--- config.mk ---
export PLATFORM = sky130hd
export DESIGN_NAME = path_text_to_line_segments_core
export DESIGN_NICKNAME = d
export VERILOG_FILES = /design/src/rtl/ptls_pkg.sv /design/src/rtl/ptls_parser.sv /design/src/rtl/path_text_to_line_segments_core.sv
export SDC_FILE = /design/constraint.sdc
export NUM_CORES = 1
export LEC_CHECK = 0
export ABC_AREA = 1
export BUFFER_PORTS_ARGS = -buffer_cell sky130_fd_sc_hd__buf_2
export CAP_MARGIN = 25
export CORE_ASPECT_RATIO = 1.5
export CORE_MARGIN = 8
export CORE_UTILIZATION = 40
export CTS_CLUSTER_SIZE = 20
export DETAILED_ROUTE_END_ITERATION = 8
export PLACE_DENSITY_LB_ADDON = 0.25
export SYNTH_ARGS = -nofsm -noshare
export SYNTH_HDL_FRONTEND = slang
export SYNTH_HIERARCHICAL = 1
export SYNTH_SLANG_ARGS = --single-unit
--- constraint.sdc ---
create_clock -name clk -period 10.75 [get_ports clk]
set_clock_uncertainty 0.05 [all_clocks]
set_input_delay 1.075 -clock clk [delete_from_list [all_inputs] [get_ports clk]]
set_output_delay 1.075 -clock clk [all_outputs]
set_load 0.01 [all_outputs]
--- src/rtl/ptls_pkg.sv ---
// ----------------------------------------------------------------------------
// ptls_pkg
// Shared types, character codes and helpers for the path text to line
// segments core.
// ----------------------------------------------------------------------------
`default_nettype none

package ptls_pkg;

  localparam int COORD_BITS_DEF = 16;
  localparam int OUT_COORD_W    = 16;
  localparam int QUEUE_DEPTH    = 4;

  localparam logic [7:0] CH_MOVE  = 8'h4D;  // 'M'
  localparam logic [7:0] CH_LINE  = 8'h4C;  // 'L'
  localparam logic [7:0] CH_CUBIC = 8'h43;  // 'C'
  localparam logic [7:0] CH_CLOSE = 8'h7A;  // 'z'
  localparam logic [7:0] CH_DOT   = 8'h2E;  // '.'
  localparam logic [7:0] CH_ZERO  = 8'h30;  // '0'
  localparam logic [7:0] CH_NINE  = 8'h39;  // '9'
  localparam logic [7:0] CH_SPACE = 8'h20;
  localparam logic [7:0] CH_TAB   = 8'h09;
  localparam logic [7:0] CH_CR    = 8'h0D;

  localparam logic [2:0] OPS_PAIR  = 3'd2;
  localparam logic [2:0] OPS_CUBIC = 3'd6;

  typedef enum logic [1:0] {
    PH_COMMAND = 2'b01,
    PH_OPERAND = 2'b10
  } phase_t;

  typedef enum logic [1:0] {
    CMD_MOVE  = 2'd0,
    CMD_LINE  = 2'd1,
    CMD_CUBIC = 2'd2
  } cmd_t;

  typedef enum logic [2:0] {
    ST_SEGMENT = 3'd0,
    ST_END     = 3'd1,
    ST_UNKNOWN = 3'd2,
    ST_DIGIT   = 3'd3,
    ST_DECIMAL = 3'd4,
    ST_EARLY   = 3'd5,
    ST_CUBIC   = 3'd6
  } status_t;

  typedef struct packed {
    logic [OUT_COORD_W-1:0] x_from;
    logic [OUT_COORD_W-1:0] y_from;
    logic [OUT_COORD_W-1:0] x_to;
    logic [OUT_COORD_W-1:0] y_to;
    status_t                status;
    logic                   path_done;
  } result_t;

  function automatic result_t status_res(input status_t s);
    result_t r;
    r        = '0;
    r.status = s;
    return r;
  endfunction

endpackage

`default_nettype wire

--- src/rtl/ptls_parser.sv ---
// ----------------------------------------------------------------------------
// ptls_parser
// Path text parser state and combinational step logic; yields up to two
// results for the current byte.
// ----------------------------------------------------------------------------
`default_nettype none

module ptls_parser import ptls_pkg::*; #(
  parameter int COORD_BITS = COORD_BITS_DEF
) (
  input  wire logic       clk,
  input  wire logic       rst,
  input  wire logic       step,
  input  wire logic [7:0] path_char,
  input  wire logic       final_char,
  output logic [1:0]      res_count,
  output result_t         res0,
  output result_t         res1
);

  localparam int PW = COORD_BITS + 4;

  phase_t                phase, phase_next;
  cmd_t                  kind, kind_next;
  logic [2:0]            opcnt, opcnt_next;
  logic [COORD_BITS-1:0] accum, accum_next;
  logic                  in_num, in_num_next;
  logic [COORD_BITS-1:0] held_x, held_x_next;
  logic [COORD_BITS-1:0] cur_x, cur_x_next;
  logic [COORD_BITS-1:0] cur_y, cur_y_next;
  logic [COORD_BITS-1:0] start_x, start_x_next;
  logic [COORD_BITS-1:0] start_y, start_y_next;
  logic                  err, err_next;

  logic                  is_digit, is_ws, is_dot;
  logic [PW-1:0]         prod;
  logic [COORD_BITS-1:0] sat;
  logic                  byte_fin, take_cmd;
  logic [2:0]            cnt1, need;
  logic [COORD_BITS-1:0] fin_val;
  result_t               fres, cres, eres;
  logic                  fe, ce, ee;

  function automatic result_t seg_res(input logic [COORD_BITS-1:0] xf,
                                      input logic [COORD_BITS-1:0] yf,
                                      input logic [COORD_BITS-1:0] xt,
                                      input logic [COORD_BITS-1:0] yt);
    result_t r;
    r.x_from    = OUT_COORD_W'(xf);
    r.y_from    = OUT_COORD_W'(yf);
    r.x_to      = OUT_COORD_W'(xt);
    r.y_to      = OUT_COORD_W'(yt);
    r.status    = ST_SEGMENT;
    r.path_done = 1'b0;
    return r;
  endfunction

  assign is_digit = (path_char >= CH_ZERO) && (path_char <= CH_NINE);
  assign is_ws    = (path_char == CH_SPACE) || ((path_char >= CH_TAB) && (path_char <= CH_CR));
  assign is_dot   = (path_char == CH_DOT);
  assign prod     = ({{4{1'b0}}, accum} << 3) + ({{4{1'b0}}, accum} << 1)
                    + PW'(path_char[3:0]);
  assign sat      = (|prod[PW-1:COORD_BITS]) ? {COORD_BITS{1'b1}} : prod[COORD_BITS-1:0];

  always_comb begin
    phase_next   = phase;
    kind_next    = kind;
    opcnt_next   = opcnt;
    accum_next   = accum;
    in_num_next  = in_num;
    held_x_next  = held_x;
    cur_x_next   = cur_x;
    cur_y_next   = cur_y;
    start_x_next = start_x;
    start_y_next = start_y;
    err_next     = err;
    byte_fin     = 1'b0;
    take_cmd     = 1'b0;
    cnt1         = '0;
    need         = OPS_PAIR;
    fin_val      = '0;
    fres         = '0;
    cres         = '0;
    eres         = '0;
    fe           = 1'b0;
    ce           = 1'b0;
    ee           = 1'b0;

    if (!err) begin
      // byte stage
      if (in_num) begin
        if (is_digit) begin
          accum_next = sat;
        end else if (is_dot) begin
          cres     = status_res(ST_DECIMAL);
          ce       = 1'b1;
          err_next = 1'b1;
        end else begin
          byte_fin = 1'b1;
        end
      end else if (phase == PH_OPERAND) begin
        if (is_digit) begin
          in_num_next = 1'b1;
          accum_next  = COORD_BITS'(path_char[3:0]);
        end else if (!is_ws) begin
          cres     = status_res(ST_DIGIT);
          ce       = 1'b1;
          err_next = 1'b1;
        end
      end else if (!is_ws) begin
        take_cmd = 1'b1;
      end

      // operand completion
      if (!err_next && in_num_next && (byte_fin || final_char)) begin
        fin_val     = accum_next;
        in_num_next = 1'b0;
        accum_next  = '0;
        cnt1        = opcnt + 3'd1;
        need        = (kind == CMD_CUBIC) ? OPS_CUBIC : OPS_PAIR;
        opcnt_next  = cnt1;
        if (cnt1[0]) begin
          held_x_next = fin_val;
        end
        if (cnt1 >= need) begin
          phase_next = PH_COMMAND;
          opcnt_next = '0;
          case (kind)
            CMD_MOVE: begin
              start_x_next = held_x_next;
              start_y_next = fin_val;
              cur_x_next   = held_x_next;
              cur_y_next   = fin_val;
            end
            CMD_LINE: begin
              fres       = seg_res(cur_x, cur_y, held_x_next, fin_val);
              fe         = 1'b1;
              cur_x_next = held_x_next;
              cur_y_next = fin_val;
            end
            default: begin
              fres     = status_res(ST_CUBIC);
              fe       = 1'b1;
              err_next = 1'b1;
            end
          endcase
        end
      end

      // byte after a finished number
      if (byte_fin && !err_next && !is_ws) begin
        if (phase_next == PH_COMMAND) begin
          take_cmd = 1'b1;
        end else begin
          cres     = status_res(ST_DIGIT);
          ce       = 1'b1;
          err_next = 1'b1;
        end
      end

      // command letter
      if (take_cmd) begin
        if (path_char == CH_MOVE || path_char == CH_LINE || path_char == CH_CUBIC) begin
          case (path_char)
            CH_MOVE: kind_next = CMD_MOVE;
            CH_LINE: kind_next = CMD_LINE;
            default: kind_next = CMD_CUBIC;
          endcase
          phase_next  = PH_OPERAND;
          opcnt_next  = '0;
          in_num_next = 1'b0;
          accum_next  = '0;
        end else if (path_char == CH_CLOSE) begin
          cres       = seg_res(cur_x_next, cur_y_next, start_x_next, start_y_next);
          ce         = 1'b1;
          cur_x_next = start_x_next;
          cur_y_next = start_y_next;
        end else begin
          cres     = status_res(ST_UNKNOWN);
          ce       = 1'b1;
          err_next = 1'b1;
        end
      end

      // end of text
      if (final_char && !err_next) begin
        if (phase_next != PH_COMMAND) begin
          eres     = status_res(ST_EARLY);
          ee       = 1'b1;
          err_next = 1'b1;
        end else if (!fe && !ce) begin
          eres = status_res(ST_END);
          ee   = 1'b1;
        end
      end
    end

    if (final_char) begin
      phase_next   = PH_COMMAND;
      kind_next    = CMD_MOVE;
      opcnt_next   = '0;
      accum_next   = '0;
      in_num_next  = 1'b0;
      held_x_next  = '0;
      cur_x_next   = '0;
      cur_y_next   = '0;
      start_x_next = '0;
      start_y_next = '0;
      err_next     = 1'b0;
    end
  end

  always_comb begin
    res_count = {1'b0, fe} + {1'b0, ce} + {1'b0, ee};
    res0      = fe ? fres : (ce ? cres : eres);
    res1      = (fe && ce) ? cres : eres;
    if (res_count == 2'd1) begin
      res0.path_done = final_char;
    end
    if (res_count == 2'd2) begin
      res1.path_done = final_char;
    end
  end

  always_ff @(posedge clk) begin
    if (rst) begin
      phase   <= PH_COMMAND;
      kind    <= CMD_MOVE;
      opcnt   <= '0;
      accum   <= '0;
      in_num  <= 1'b0;
      held_x  <= '0;
      cur_x   <= '0;
      cur_y   <= '0;
      start_x <= '0;
      start_y <= '0;
      err     <= 1'b0;
    end else if (step) begin
      phase   <= phase_next;
      kind    <= kind_next;
      opcnt   <= opcnt_next;
      accum   <= accum_next;
      in_num  <= in_num_next;
      held_x  <= held_x_next;
      cur_x   <= cur_x_next;
      cur_y   <= cur_y_next;
      start_x <= start_x_next;
      start_y <= start_y_next;
      err     <= err_next;
    end
  end

endmodule

`default_nettype wire

--- src/rtl/path_text_to_line_segments_core.sv ---
// ----------------------------------------------------------------------------
// path_text_to_line_segments_core
// Parses path text one byte per request into line segments and status
// results, buffered in a small result queue.
// ----------------------------------------------------------------------------
// ordering: the results of an accepted byte are registered in the result
//   queue and offered in order; a second result follows the first
// throughput: one byte per cycle; the four-entry result queue drops tready
//   while it holds more than two results
// reset: synchronous rst returns the parser to its idle state and empties
//   the queue
`default_nettype none

module path_text_to_line_segments_core import ptls_pkg::*; #(
  parameter int COORD_BITS = COORD_BITS_DEF
) (
  input  wire logic        clk,
  input  wire logic        rst,
  input  wire logic        s_tvalid,
  output logic             s_tready,
  input  wire logic [7:0]  s_tdata,   // path_char[7:0]
  input  wire logic        s_tlast,   // final_char
  output logic             m_tvalid,
  input  wire logic        m_tready,
  output logic [63:0]      m_tdata,   // x_from, y_from, x_to, y_to
  output logic [2:0]       m_tuser,   // status
  output logic             m_tlast    // path_done
);

  localparam int QAW = $clog2(QUEUE_DEPTH);

  logic          s_acc, m_acc;
  logic [1:0]    res_count;
  result_t       res0, res1;
  result_t       queue [QUEUE_DEPTH];
  logic [QAW-1:0] head, tail;
  logic [QAW:0]  count, count_next;
  logic [QAW:0]  push_n;
  result_t       out_res;

  ptls_parser #(
    .COORD_BITS (COORD_BITS)
  ) u_parser (
    .clk        (clk),
    .rst        (rst),
    .step       (s_acc),
    .path_char  (s_tdata),
    .final_char (s_tlast),
    .res_count  (res_count),
    .res0       (res0),
    .res1       (res1)
  );

  assign s_tready = (count <= (QAW+1)'(QUEUE_DEPTH - 2));
  assign s_acc    = s_tvalid && s_tready;
  assign m_tvalid = (count != '0);
  assign m_acc    = m_tvalid && m_tready;
  assign push_n   = s_acc ? (QAW+1)'(res_count) : '0;
  assign count_next = count + push_n - (QAW+1)'(m_acc);

  assign out_res  = queue[head];
  assign m_tdata  = {out_res.y_to, out_res.x_to, out_res.y_from, out_res.x_from};
  assign m_tuser  = out_res.status;
  assign m_tlast  = out_res.path_done;

  always_ff @(posedge clk) begin
    if (rst) begin
      head  <= '0;
      tail  <= '0;
      count <= '0;
    end else begin
      head  <= head + QAW'(m_acc);
      tail  <= tail + push_n[QAW-1:0];
      count <= count_next;
    end
  end

  always_ff @(posedge clk) begin
    if (s_acc && res_count != 2'd0) begin
      queue[tail] <= res0;
    end
    if (s_acc && res_count == 2'd2) begin
      queue[tail + QAW'(1)] <= res1;
    end
  end

endmodule

`default_nettype wire

==> results.toml <==
[timing]
slew_headroom = 0.261
min_period_ns = 6.06
final-hold-violation-count = 0
rsz0062_at_grt = "false"
fmax_mhz = 165
tightest_slew_ns = 1.11
setup_tns_ns = 0
finalSetupViolCount = 0
finalCritPeriodShare = 0.564
slew_viol_final = 0

[finish]
final_common_cell = "nand2_1"
drive_above_1_share = 0.0776
n_fill_cell = 5870
finalNonFillerCells = 3915
area_growth_pct = 8.69
final_cell_mix = "1089 x nand2_1, 459 x nand3_1, 278 x nor2_1, 272 x edfxtp_1, 213 x o21ai_0"
final_core_utilization = 0.437
fin_nets = 3175

[synth]
ys_warn_count = 6
post_synth_num_cell_types = 48
synth_fp_nets = 3229
ys_seq_area_frac = 0.451
ys_seq_elements = 384
synth_area_per_cell_um2 = 7.28
syn_inst = 3173
syn_area_mm2 = 0.0231

[run_status]
status = "finished, final reports clean"

[worst_setup_path]
critPathTopFamily = "buffers and inverters"
cpPeakStageDelay_ns = 0.76
required_ns = 10.86
r2r_slack_ns = 4.69
startpoint = "u_parser/opcnt[0]"
crit_slowest_cell = "buf_4"
cp_num_buf_inv = 8
timing.rr.start = "u_parser/opcnt[0]"
cp-start-kind = "flop"
cp_data_arrival_time_ns = 6.17
critPathKind = "reg -> reg"
end_kind = "flop"
cp_common_cell = "nand2_1"
critical_path_peak_fanout = 69

[pwr]
p_int_w = 0.00274
p_sw_frac = 0.366
seq_power_share = 0.410
peakVddDrop_mv = 0.0928
power_density_mw_per_mm2 = 172
cellLeakagePower_nw = 10.5
switching_power_w = 0.00158
clockPowerShare = 0.293
power_frac_comb = 0.297

[cts]
ctsResizeCount = 0
cts_tree = "done"
worstSkewPairLatency_ns = 0.55
clockRootBuffer = "clkbuf_16"
htreeDepth = 2
hold_buffers = 0
cts.reportedPaths.clkPinSlew_ns = 0.07
numCtsBuffers = 37
post_cts_buffers = 0
cts_sinks = 384
cts_max_path_buffers = 3

[drt]
num_vias = 21624
postRouteAntennaNets = 0
drt-total-wl_um = 78400
firstDrtPassIters = 6
drc = 0
drt_iter0_drc = 1811
wire_per_inst_um = 20.0
viasPerCell = 5.52

[global_route]
grt_max_degree = 113
antenna_found_initial = 2
grt_pass1_wl_um = 121000
grt_overflow_total = 0
grt_pass1_vias = 20585
grt_usage = 0.234

[placed_design]
gp_congestion = 0.890
place_inst = 3845
io_buffers = 82
post-dp-hpwl_um = 50000

[floorplan]
row_count = 108
core_mm2 = 0.0574
die_w_um = 212
io_pins = 83
dieArea_mm2 = 0.0658
die_height_um = 310
initial_core_util = 0.402

[worst_hold_path]
holdCritStartpoint = "u_parser/start_y[15]"
min_path_type = "reg -> reg"

[flow_run]
cap_violations = 0
==> worst register-to-register path, cell delays in order (launching register included) <==
cell,delay (ns)
dfxtp_1,0.60
ha_1,0.24
xnor2_1,0.14
inv_1,0.07
ha_1,0.29
a21oi_1,0.14
nand2_1,0.14
nand2_1,0.09
inv_1,0.04
nand3_2,0.07
nand2_1,0.08
inv_2,0.08
nand2_4,0.06
a21oi_1,0.19
nand2_1,0.09
nor2_1,0.13
nand3_1,0.15
fa_1,0.58
inv_1,0.05
inv_1,0.07
nand2_1,0.09
nor2_4,0.10
buf_4,0.49
nand2_2,0.07
buf_4,0.39
nand2_4,0.35
buf_4,0.76
==> layer usage <==
layer,wire [µm],GRT usage,share of wire
met1,29500,0.271,0.38
met4,4360,0.127,0.056
met5,0,0,0
met3,5170,0.0279,0.066
met2,39300,0.418,0.50
==> logic make-up after synthesis <==
| group | Yosys count | share of synthesized area |
|---|---|---|
| buf+inv | 374 | 0.0688 |
| simple gates | 1914 | 0.348 |
| flops | 384 | 0.451 |
| fa+ha+maj | 43 | 0.0246 |
| compound gates | 448 | 0.104 |
| xor+xnor | 10 | 0.00379 |
==> layout make-up <==
class	count	area, µm²	area share
multi-input combinational	2415	11200	0.445
sequential	384	10400	0.415
clock buffer	46	1020	0.0407
tap	770	963	0.0384
timing repair buffer	117	796	0.0317
inverter	164	619	0.0247
clock inverter	17	110	0.00439
antenna	2	5.00	0.000199
==> sequential cells by signal, indices dropped and copies added, names as in the netlist <==
name              flops
queue               272
u_parser/accum       16
u_parser/cur_x       16
u_parser/cur_y       16
u_parser/held_x      16
u_parser/start_x     16
u_parser/start_y     16
count                 3
u_parser/opcnt        3
head                  2
tail                  2
u_parser/kind         2
u_parser/phase        2
u_parser/err          1
u_parser/in_num       1
==> power by group through the flow <==
stage                     Clock, W  Combinational [W]  Sequential, W
after floorplan                  0           0.000787        0.00178
after global placement           0            0.00129        0.00181
after detailed placement         0            0.00129        0.00181
after CTS                  0.00129            0.00129        0.00178
after global routing       0.00134            0.00140        0.00179
final                      0.00127            0.00128        0.00177
==> per-stage QoR <==
step | worst slack, ns | hold slack [ns] | total power (W) | cell area (µm²)
final | 4.69 | 0.410 | 0.00433 | 25100
after global routing | 4.17 | 0.427 | 0.00452 | 25100
after CTS | 4.63 | 0.411 | 0.00436 | 25000
after detailed placement | 4.34 | 0.401 | 0.00310 | 23800
after global placement | 4.44 | 0.396 | 0.00309 | 23800
after floorplan | 5.12 | 0.391 | 0.00256 | 23100
==> synth_stat cells, drive strengths merged <==
cell     count  area, µm²
xor2         7       61.3
inv        161        604
nor4         1       6.26
a32oi        3       26.3
o21ai      233       1170
fa           4       80.1
a21oi      123        616
nor3        13       87.6
ha          39        488
or2         34        213
nand3      466       2390
dfxtp      112       2240
a21boi       1       7.51
nand2     1102       4160
o2111ai      4       35.0
nor2       288       1130
nand4        7       43.8
and2         2       12.5
o22ai       78        494
o21a         1       7.51
nor3b        1       7.51
edfxtp     272       8170
clkinv       3       12.5
buf        105        576
o211ai       1       7.51
o31ai        3       22.5
xnor2        3       26.3
o21bai       1       7.51
clkbuf     105        397
==> path summary, 6_finish.rpt <==
kind / to / depth (start not counted)
min reg2reg: u_parser/start_y[15] / 2
min: u_parser/start_y[15] / 2
max reg2reg: queue[2][26] / 26
max: queue[2][26] / 26
No activity file was read; power rests on OpenSTA's default activity.
